[src/sv/lpr_pkg.sv]
package lpr_pkg;

    localparam int COORD_BITS = 6;
    // error term spans about -2*major .. 2*minor, plus sign
    localparam int ERR_BITS   = COORD_BITS + 3;

    typedef logic [COORD_BITS-1:0] t_coord;
    typedef logic signed [ERR_BITS-1:0] t_err;

    typedef struct packed {
        t_coord x_start;
        t_coord y_start;
        t_coord x_end;
        t_coord y_end;
    } t_line_in;

    typedef struct packed {
        t_coord pixel_x;
        t_coord pixel_y;
        logic   last_pixel;
    } t_pixel_out;

    typedef struct packed {
        logic load;   // capture the end points
        logic setup;  // derive major/minor, start point, error term
        logic step;   // emit current pixel and advance
    } t_dp_cmd;

    typedef struct packed {
        logic last;   // current pixel is the final one
    } t_dp_stat;

endpackage

[src/sv/lpr_ctrl.sv]
module lpr_ctrl (
    input  logic             i_clk,
    input  logic             i_rst_n,
    input  logic             i_start,
    input  lpr_pkg::t_dp_stat i_stat,
    output logic             o_busy,
    output logic             o_valid,
    output lpr_pkg::t_dp_cmd  o_cmd
);
    import lpr_pkg::*;

    typedef enum logic [2:0] {
        S_IDLE  = 3'b001,
        S_SETUP = 3'b010,
        S_DRAW  = 3'b100
    } t_state;

    t_state r_state;
    t_state n_state;

    always_comb begin
        n_state   = r_state;
        o_cmd     = '0;
        case (r_state)
            S_IDLE: begin
                if (i_start) begin
                    o_cmd.load = 1'b1;
                    n_state    = S_SETUP;
                end
            end
            S_SETUP: begin
                o_cmd.setup = 1'b1;
                n_state     = S_DRAW;
            end
            S_DRAW: begin
                o_cmd.step = 1'b1;
                if (i_stat.last) begin
                    n_state = S_IDLE;
                end
            end
            default: begin
                n_state = S_IDLE;
            end
        endcase
    end

    always_ff @(posedge i_clk) begin
        if (!i_rst_n) begin
            r_state <= S_IDLE;
        end else begin
            r_state <= n_state;
        end
    end

    assign o_busy  = (r_state != S_IDLE);
    assign o_valid = (r_state == S_DRAW);

    a_valid_busy: assert property (@(posedge i_clk) disable iff (!i_rst_n)
        o_valid |-> o_busy)
        else $error("result strobe outside a busy period");

    a_accept_busy: assert property (@(posedge i_clk) disable iff (!i_rst_n)
        (i_start && !o_busy) |=> (o_busy && !o_valid))
        else $error("accepted item did not enter setup");

    a_setup_draw: assert property (@(posedge i_clk) disable iff (!i_rst_n)
        (r_state == S_SETUP) |=> o_valid)
        else $error("setup not followed by drawing");

    a_last_ends: assert property (@(posedge i_clk) disable iff (!i_rst_n)
        (o_valid && i_stat.last) |=> !o_busy)
        else $error("drawing continued past last pixel");

endmodule

[src/sv/lpr_dp.sv]
module lpr_dp (
    input  logic               i_clk,
    input  lpr_pkg::t_line_in  i_line,
    input  lpr_pkg::t_dp_cmd   i_cmd,
    output lpr_pkg::t_dp_stat  o_stat,
    output lpr_pkg::t_pixel_out o_pixel
);
    import lpr_pkg::*;

    t_line_in r_line;
    t_coord   r_px;
    t_coord   r_py;
    t_coord   r_major;
    t_coord   r_minor;
    t_coord   r_cnt;
    t_err     r_err;
    logic     r_xmaj;
    logic     r_dir_neg;

    // setup terms
    logic   x_neg;
    logic   y_neg;
    t_coord adx;
    t_coord ady;
    logic   xmaj;
    t_coord major;
    t_coord minor;
    logic   from_end;

    // step terms
    t_err   err_sum;
    logic   minor_move;
    t_coord minor_next;
    t_coord minor_cur;

    always_comb begin
        x_neg = (r_line.x_end < r_line.x_start);
        y_neg = (r_line.y_end < r_line.y_start);
        adx   = x_neg ? (r_line.x_start - r_line.x_end) : (r_line.x_end - r_line.x_start);
        ady   = y_neg ? (r_line.y_start - r_line.y_end) : (r_line.y_end - r_line.y_start);
        xmaj  = (ady <= adx);
        major = xmaj ? adx : ady;
        minor = xmaj ? ady : adx;
        // start from the end with the smaller major coordinate
        from_end = xmaj ? x_neg : y_neg;
    end

    always_comb begin
        err_sum    = r_err + ERR_BITS'({1'b0, r_minor, 1'b0});
        minor_move = !err_sum[ERR_BITS-1];
        minor_cur  = r_xmaj ? r_py : r_px;
        minor_next = r_dir_neg ? (minor_cur - t_coord'(1)) : (minor_cur + t_coord'(1));
    end

    always_ff @(posedge i_clk) begin
        if (i_cmd.load) begin
            r_line <= i_line;
        end
        if (i_cmd.setup) begin
            r_xmaj    <= xmaj;
            r_major   <= major;
            r_minor   <= minor;
            r_cnt     <= major;
            r_err     <= -ERR_BITS'({1'b0, major});
            r_dir_neg <= (x_neg != y_neg) && (r_line.y_end != r_line.y_start);
            r_px      <= from_end ? r_line.x_end : r_line.x_start;
            r_py      <= from_end ? r_line.y_end : r_line.y_start;
        end
        if (i_cmd.step) begin
            r_cnt <= r_cnt - t_coord'(1);
            if (minor_move) begin
                r_err <= err_sum - ERR_BITS'({1'b0, r_major, 1'b0});
            end else begin
                r_err <= err_sum;
            end
            if (r_xmaj) begin
                r_px <= r_px + t_coord'(1);
                if (minor_move) begin
                    r_py <= minor_next;
                end
            end else begin
                r_py <= r_py + t_coord'(1);
                if (minor_move) begin
                    r_px <= minor_next;
                end
            end
        end
    end

    assign o_stat.last        = (r_cnt == '0);
    assign o_pixel.pixel_x    = r_px;
    assign o_pixel.pixel_y    = r_py;
    assign o_pixel.last_pixel = (r_cnt == '0);

endmodule

[src/sv/line_pixel_rasterizer.sv]
// Sequence: an accepted line passes through the setup state, then its first pixel is strobed.
// Throughput: one pixel per cycle while drawing; busy stays high through setup and drawing,
//   and a new line is taken only once busy has dropped back to idle.
// The pixel rate is set by the single error-term update in the datapath.
// Reset (synchronous, active low) returns the controller to idle; busy drops at the edge that samples it.
// Results are strobed for one cycle each; the receiver cannot stall them.
module line_pixel_rasterizer (
    input  logic                i_clk,
    input  logic                i_rst_n,
    input  logic                i_start,
    input  lpr_pkg::t_line_in   i_line,
    output logic                o_busy,
    output logic                o_valid,
    output lpr_pkg::t_pixel_out o_pixel
);
    import lpr_pkg::*;

    t_dp_cmd  cmd;
    t_dp_stat stat;

    lpr_ctrl u_ctrl (
        .i_clk   (i_clk),
        .i_rst_n (i_rst_n),
        .i_start (i_start),
        .i_stat  (stat),
        .o_busy  (o_busy),
        .o_valid (o_valid),
        .o_cmd   (cmd)
    );

    lpr_dp u_dp (
        .i_clk   (i_clk),
        .i_line  (i_line),
        .i_cmd   (cmd),
        .o_stat  (stat),
        .o_pixel (o_pixel)
    );

endmodule

[config.mk]
export PLATFORM = sky130hd
export DESIGN_NAME = line_pixel_rasterizer
export DESIGN_NICKNAME = d
export VERILOG_FILES = /design/src/sv/lpr_pkg.sv /design/src/sv/lpr_ctrl.sv /design/src/sv/lpr_dp.sv /design/src/sv/line_pixel_rasterizer.sv
export SDC_FILE = /design/constraint.sdc
export NUM_CORES = 1
export LEC_CHECK = 0
export BUFFER_PORTS_ARGS = -buffer_cell sky130_fd_sc_hd__buf_2
export CAP_MARGIN = 10
export CORE_ASPECT_RATIO = 0.5
export CORE_MARGIN = 8
export CORE_UTILIZATION = 43
export DETAILED_ROUTE_END_ITERATION = 10
export GPL_ROUTABILITY_DRIVEN = 0
export SYNTH_ARGS = -nofsm -noshare
export SYNTH_HDL_FRONTEND = slang
export SYNTH_HIERARCHICAL = 1
export SYNTH_SLANG_ARGS = --single-unit
[constraint.sdc]
create_clock -name i_clk -period 4.2 [get_ports i_clk]
set_input_delay 1.26 -clock i_clk [delete_from_list [all_inputs] [get_ports i_clk]]
set_output_delay 1.26 -clock i_clk [all_outputs]
set_load 0.05 [all_outputs]
# ---- After elaboration in Yosys (flattened, before gate mapping)
# Index checks and enable logic that the tools add are counted.
dict set report totals {
  register_bits 68
  inputBits 27
  wordCells 69
}
dict set report op_classes {
  n_addsub 12
  order_cmp 3
  eq_ne 8
  mux 29
  reduce_logical 4
}
# op n
set ops {}
lappend ops {{6-bit 2-to-1 mux} 18}
lappend ops {{9-bit 2-to-1 mux} 3}
lappend ops {{6-bit subtractor} 4}
lappend ops {{6-bit by 1-bit adder with 6-bit output (second input constant)} 3}
lappend ops {{6-bit less-than comparator} 2}
lappend ops {{6-bit by 1-bit subtractor with 6-bit output (second input constant)} 2}
lappend ops {{9-bit by 7-bit adder with 9-bit output} 1}
lappend ops {{6-bit negation with 9-bit output} 1}
lappend ops {{3-bit one-hot mux with 3 select lines} 1}
lappend ops {{9-bit by 7-bit subtractor with 9-bit output} 1}
lappend ops {{6-bit less-or-equal comparator} 1}
lappend ops {{6-bit zero test} 1}
lappend ops {{3-bit 2-to-1 mux} 2}
lappend ops {{6-bit inequality test} 1}
lappend ops {{1-bit 2-to-1 mux} 5}
lappend ops {{3-bit by 1-bit == test with 1-bit output (second input constant)} 1}
lappend ops {{3-bit by 2-bit == test with 1-bit output (second input constant)} 1}
lappend ops {{3-bit == test (second input constant)} 1}
lappend ops {{3-bit by 1-bit inequality test with 1-bit output (second input constant)} 1}
lappend ops {{2-bit by 1-bit inequality test with 1-bit output (second input constant)} 1}
lappend ops {{2-bit inequality test (second input constant)} 1}
lappend ops {{2-bit AND reduction} 1}
lappend ops {{2-bit nonzero test} 1}
lappend ops {{1-bit logical AND} 1}
lappend ops {{1-bit inequality test} 1}

# ---- Longest topological paths before layout
dict set report depth {
  word_depth 9
  ltp_mapped 21
  depth_no_buf 21
}

# ---- Hierarchy
# The synthesis kept the hierarchy.
# module n_inst cells_per_inst area_each_um2 seq_area_each_um2
set modules_own_cells {}
lappend modules_own_cells {lpr_dp 1 514 4992.3 1801.7}
lappend modules_own_cells {lpr_ctrl 1 17 168.9 60.1}

# ---- Worst setup path before layout
# No wires, ideal clock.
dict set report synth_path {
  kind {flip-flop to flip-flop}
  startpoint {register u_dp/r_line[0] (netlist name)}
  endpoint {register u_dp.r_py[5]}
  setup_ps 114
  arrival_time_ps 4260
  required_time_ps 4086
  setup_slack_ps -174
  stages_incl_launch_ff 20
  path_buffers 0
  synth_period_minus_slack_ps 4374
  cell_sequence {edfxtp_1 inv_1 ha_1 inv_1 fa_1 a21o_1 a221oi_4 a311oi_1 a31oi_1 xnor2_1 inv_1 ha_1 a21boi_0 o32a_1 inv_4 mux2i_4 mux2_2 mux2i_1 o22ai_1 a21o_1}
}
dict set report synth_between {
  elab_chain_len 9
  word_cells_on_any_way 11
  classes_between {add/sub: 2; order compare: 2; mux: 7}
}
# item line
set synth_lines {}
lappend synth_lines {{start, declared} lpr_dp.sv:10} ;# t_line_in r_line;
lappend synth_lines {{start signal, assigned} lpr_dp.sv:57} ;# r_line <= i_line;
lappend synth_lines {{6-bit subtractor / 6-bit less-than comparator (equally long branches)} {lpr_dp.sv:40, lpr_dp.sv:38}}
lappend synth_lines {{6-bit 2-to-1 mux (*)} lpr_dp.sv:40} ;# ady = y_neg ? (r_line.y_start - r_line.y_end) : (r_line.y_end - r_line.y_start);
lappend synth_lines {{6-bit less-or-equal comparator (*)} lpr_dp.sv:41} ;# xmaj = (ady <= adx);
lappend synth_lines {{net u_dp.xmaj} lpr_dp.sv:25} ;# logic xmaj;
lappend synth_lines {{1-bit 2-to-1 mux (*)} lpr_dp.sv:45} ;# from_end = xmaj ? x_neg : y_neg;
lappend synth_lines {{6-bit 2-to-1 mux (*)} lpr_dp.sv:67} ;# r_py <= from_end ? r_line.y_end : r_line.y_start;
lappend synth_lines {{6-bit 2-to-1 mux (*)} lpr_dp.sv:59} ;# if (i_cmd.setup) begin
lappend synth_lines {{6-bit 2-to-1 mux} lpr_dp.sv:78} ;# if (minor_move) begin
lappend synth_lines {{6-bit 2-to-1 mux} lpr_dp.sv:76} ;# if (r_xmaj) begin
lappend synth_lines {{6-bit 2-to-1 mux (*)} lpr_dp.sv:69} ;# if (i_cmd.step) begin
lappend synth_lines {{end signal, assigned} lpr_dp.sv:67}
lappend synth_lines {{end signal, assigned} lpr_dp.sv:79} ;# r_py <= minor_next;
lappend synth_lines {{end signal, assigned} lpr_dp.sv:82} ;# r_py <= r_py + t_coord'(1);
lappend synth_lines {{end, declared} lpr_dp.sv:12} ;# t_coord r_py;
# Mark *: on every way through the listed nets, which the timed path passes. The rest lies on a longest branch.
# A chain may end at the register's enable or synchronous reset.

# ---- Final worst setup path
# Same ends and word-level chain as after synthesis.

==> metrics.txt <==
initial core utilization=43.85%; Total Wirelength=13,510 µm; Clk pin slew, worst setup/hold paths=0.06 ns; status=finished, violations left; Post-Syn Instances=531; P_sw=0.001540 W; core area=11,770 µm²; VDD IR max=0.0003465 V; DR vias=4,377; largest net degree at the start of global routing=43; RR Startpoint=u_dp/r_line[0]$_DFFE_PP_; skew final=0.008833 ns; worst-margin pin slew=0.7715 ns; Hold Fails Final Rpt=0; fin crit period=4.459 ns; Max transition margin=48.49%; area of the mapped netlist=5161 µm²; max cap viols=0; ANT cells=0; row cnt=28; Syn Area/Cell=9.720 µm²; startpoint types=flop; most frequent cells in the layout=buf_4 (81), inv_1 (52), edfxtp_1 (52); final setup TNS=-3.367 ns; sw frac=38.17%; P_leak=3.014 nW; Post-synth ARST share=0%; Synth Area in Simple Gates=12.58%; register area share after synthesis=36.07%; TritonCTS buffer count=9; Yosys cell types=67; unrepaired setup endpoints after global routing=true; Clk pwr share=17.8%; Worst EP arrival=4.69 ns; CP startpoint=u_dp/r_line[0]$_DFFE_PP_; Synth top area share=30.25%; total congestion overflow=0; layout cells sized above 1=34.33%; vias per cell=5.261; DR DRC count=0; Detailed Routing Iterations Pass 1=5; violated checks=negative setup slack; fmax=0.2243 GHz; number of synthesized flops with an enable pin=52; final hold slack=0.5560 ns; Layout area overhead=34.69%; CTS tree=built; R2R cell count=20; Skew-Pair Late Insertion Delay=0.33 ns; vias in the first global route=4,359; Gate power share=59.1%; register bit count reported by yosys=67; final slew viol count=0; H-tree Lvls=3; die width=170.9 µm; Die H=93.47 µm; dpl hpwl=9829 µm; Req. time, crit path=4.43 ns; GR Util All Layers=17.36%; Setup crit end=u_dp/r_py[5]$_DFF_P_; CTS sink count=67; post-route ant nets=0; post-route clock period utilization=106.2%; Worst setup EP type=flop; CP Max Fanout=6; Adder-Cell Fraction of Synth Area=14.59%; commonest register cell after synthesis=edfxtp_1; global-route wire length before repair=21,960 µm; CP Class=flop to flop; Mapped Nets=614; Hold Path Class=flop to flop; power per cell area=580.4 nW/µm²; Setup-failing EPs final=23; fraction of synthesized area in multiplexers=8.024%; final net count=745; initial antenna violation count=0; Int Power=0.002495 W; wire length per cell=16.23 µm; largest family of logic cells by synthesized area=compound AO/OA/AOI/OAI gates; ranking of synthesized cells by area=edfxtp_1 (30%), ha_1 (12%), dfxtp_1 (5.8%); Ports=42; IO Port Bufs=41; CTS Hold Bufs=0; xor-xnor portion of the synthesized cell area=6.255%; post-route cell area=6952 µm²; CTS Buffer Depth=2; synth warn=6; Yosys top cell by area=edfxtp_1; Seq pwr share=23.1%; post-synthesis compound-gate area fraction=16.34%; DP Area=6027 µm²; RR Endpoint=u_dp/r_py[5]$_DFF_P_; Setup WS post-layout=-0.2589 ns; flop2flop setup slack=-0.26 ns; clk root buf=clkbuf_16; Layout Utilization=59.06%; die footprint=15,980 µm²; commonest non-fill, non-tap cell in the layout=buf_4; Iter 0 DRT Violations=363
## cell usage after synthesis, types with 2 or more instances
master / count
a211oi_1: 3
nand4_1: 2
buf_6: 2
a21boi_0: 2
a211o_1: 4
inv_1: 55
ha_1: 49
mux2i_4: 2
buf_1: 3
o211ai_1: 8
nand2_1: 37
buf_4: 3
o211a_1: 2
clkbuf_1: 9
nand3b_1: 4
nor3_1: 4
o22ai_1: 7
a31oi_1: 2
nor4_1: 4
o21bai_1: 2
and2_1: 5
dfxtp_1: 15
nand2b_1: 4
fa_1: 7
nor2_1: 33
a221oi_1: 2
mux2_2: 11
o21ai_0: 25
mux2i_1: 23
nor3b_1: 3
edfxtp_1: 52
nor3b_2: 2
o21ai_1: 4
xnor2_1: 22
xor2_1: 13
o31ai_1: 2
nor2b_1: 9
a21o_1: 8
o22a_1: 2
nand3_1: 13
a21oi_1: 46
## stage by stage
step,instances,power (W),setup slack (ns)
CTS,827,0.003867,-0.2161
finish,832,0.004035,-0.2589
global placement,786,0.002601,-0.1689
detailed placement,786,0.002618,-0.3244
floorplan,531,0.002016,-0.05608
global route,832,0.004262,-0.4456
## state kept, by name, summed over array words and instances (netlist names)
signal and flops:
u_ctrl/r_state 3, u_dp/r_cnt 6, u_dp/r_dir_neg 1, u_dp/r_err 8
u_dp/r_line 24, u_dp/r_major 6, u_dp/r_minor 6, u_dp/r_px 6
u_dp/r_py 6, u_dp/r_xmaj 1
## worst max-delay path, stage by stage, from the launching register on
cell	delay, ns
edfxtp_1	0.41
inv_2	0.11
ha_4	0.15
inv_2	0.03
fa_2	0.33
a21o_1	0.20
a221oi_4	0.30
mux2i_1	0.26
xor2_1	0.27
inv_1	0.10
ha_1	0.30
nand4_1	0.16
a21oi_2	0.05
o32a_1	0.39
inv_4	0.10
mux2i_4	0.27
buf_12	0.16
mux2_4	0.30
mux2i_2	0.17
o22ai_1	0.12
a21o_1	0.17
## final cells by class
class	count	area, µm²
sequential	67	1862
multi-input combinational	388	3348
clock buffer	12	257.7
timing repair buffer	139	1035
fill	1016	4820
inverter	57	219.0
clock inverter	4	23.77
tap	165	206.4
## routing by layer
metal / track usage [%] / share of wire, %
met2: 27.41 / 45
met3: 3.447 / 4.8
met4: 4.242 / 1.1
met5: 0 / 0
met1: 24.12 / 49
## worst min-delay path by stage
stage | startpoint | to | slack [ns] | cells past startpoint
final | u_dp/r_py[0]$_DFF_P_ | u_dp/r_py[0]$_DFF_P_ | 0.56 | 1
after global routing | u_dp/r_py[0]$_DFF_P_ | u_dp/r_py[0]$_DFF_P_ | 0.58 | 1
after CTS | u_dp/r_py[0]$_DFF_P_ | u_dp/r_py[0]$_DFF_P_ | 0.54 | 1
after detailed placement | u_dp/r_py[0]$_DFF_P_ | u_dp/r_py[0]$_DFF_P_ | 0.53 | 1
after global placement | u_dp/r_py[0]$_DFF_P_ | u_dp/r_py[0]$_DFF_P_ | 0.54 | 1
after floorplan | u_ctrl/r_state[0]$_SDFFE_PN1P_ | u_ctrl/r_state[2]$_SDFFE_PN0P_ | 0.49 | 1
## power groups by stage
stage / Clock, W / Sequential, W / Combinational, W
after CTS: 0.000734 / 0.000928 / 0.00220
after global placement: 0 / 0.000939 / 0.00166
final: 0.000720 / 0.000931 / 0.00238
after detailed placement: 0 / 0.000941 / 0.00168
after global routing: 0.000767 / 0.000939 / 0.00256
after floorplan: 0 / 0.00101 / 0.00100
## kinds of logic after synthesis
kind of cell | after synthesis
AND/OR/NAND/NOR | 128
AO/OA/AOI/OAI | 131
adder cells (fa/ha/maj) | 56
XOR/XNOR | 36
multiplexers | 37
flip-flops | 67
buffers and inverters | 76
## what timing repair did
item                       CTS  global route
pin swaps                   23            30
resized for setup           61            25
gates cloned                 1             0
setup endpoints to repair   18            30
buffers inserted            26             8
(Power assumes the default switching activity.)
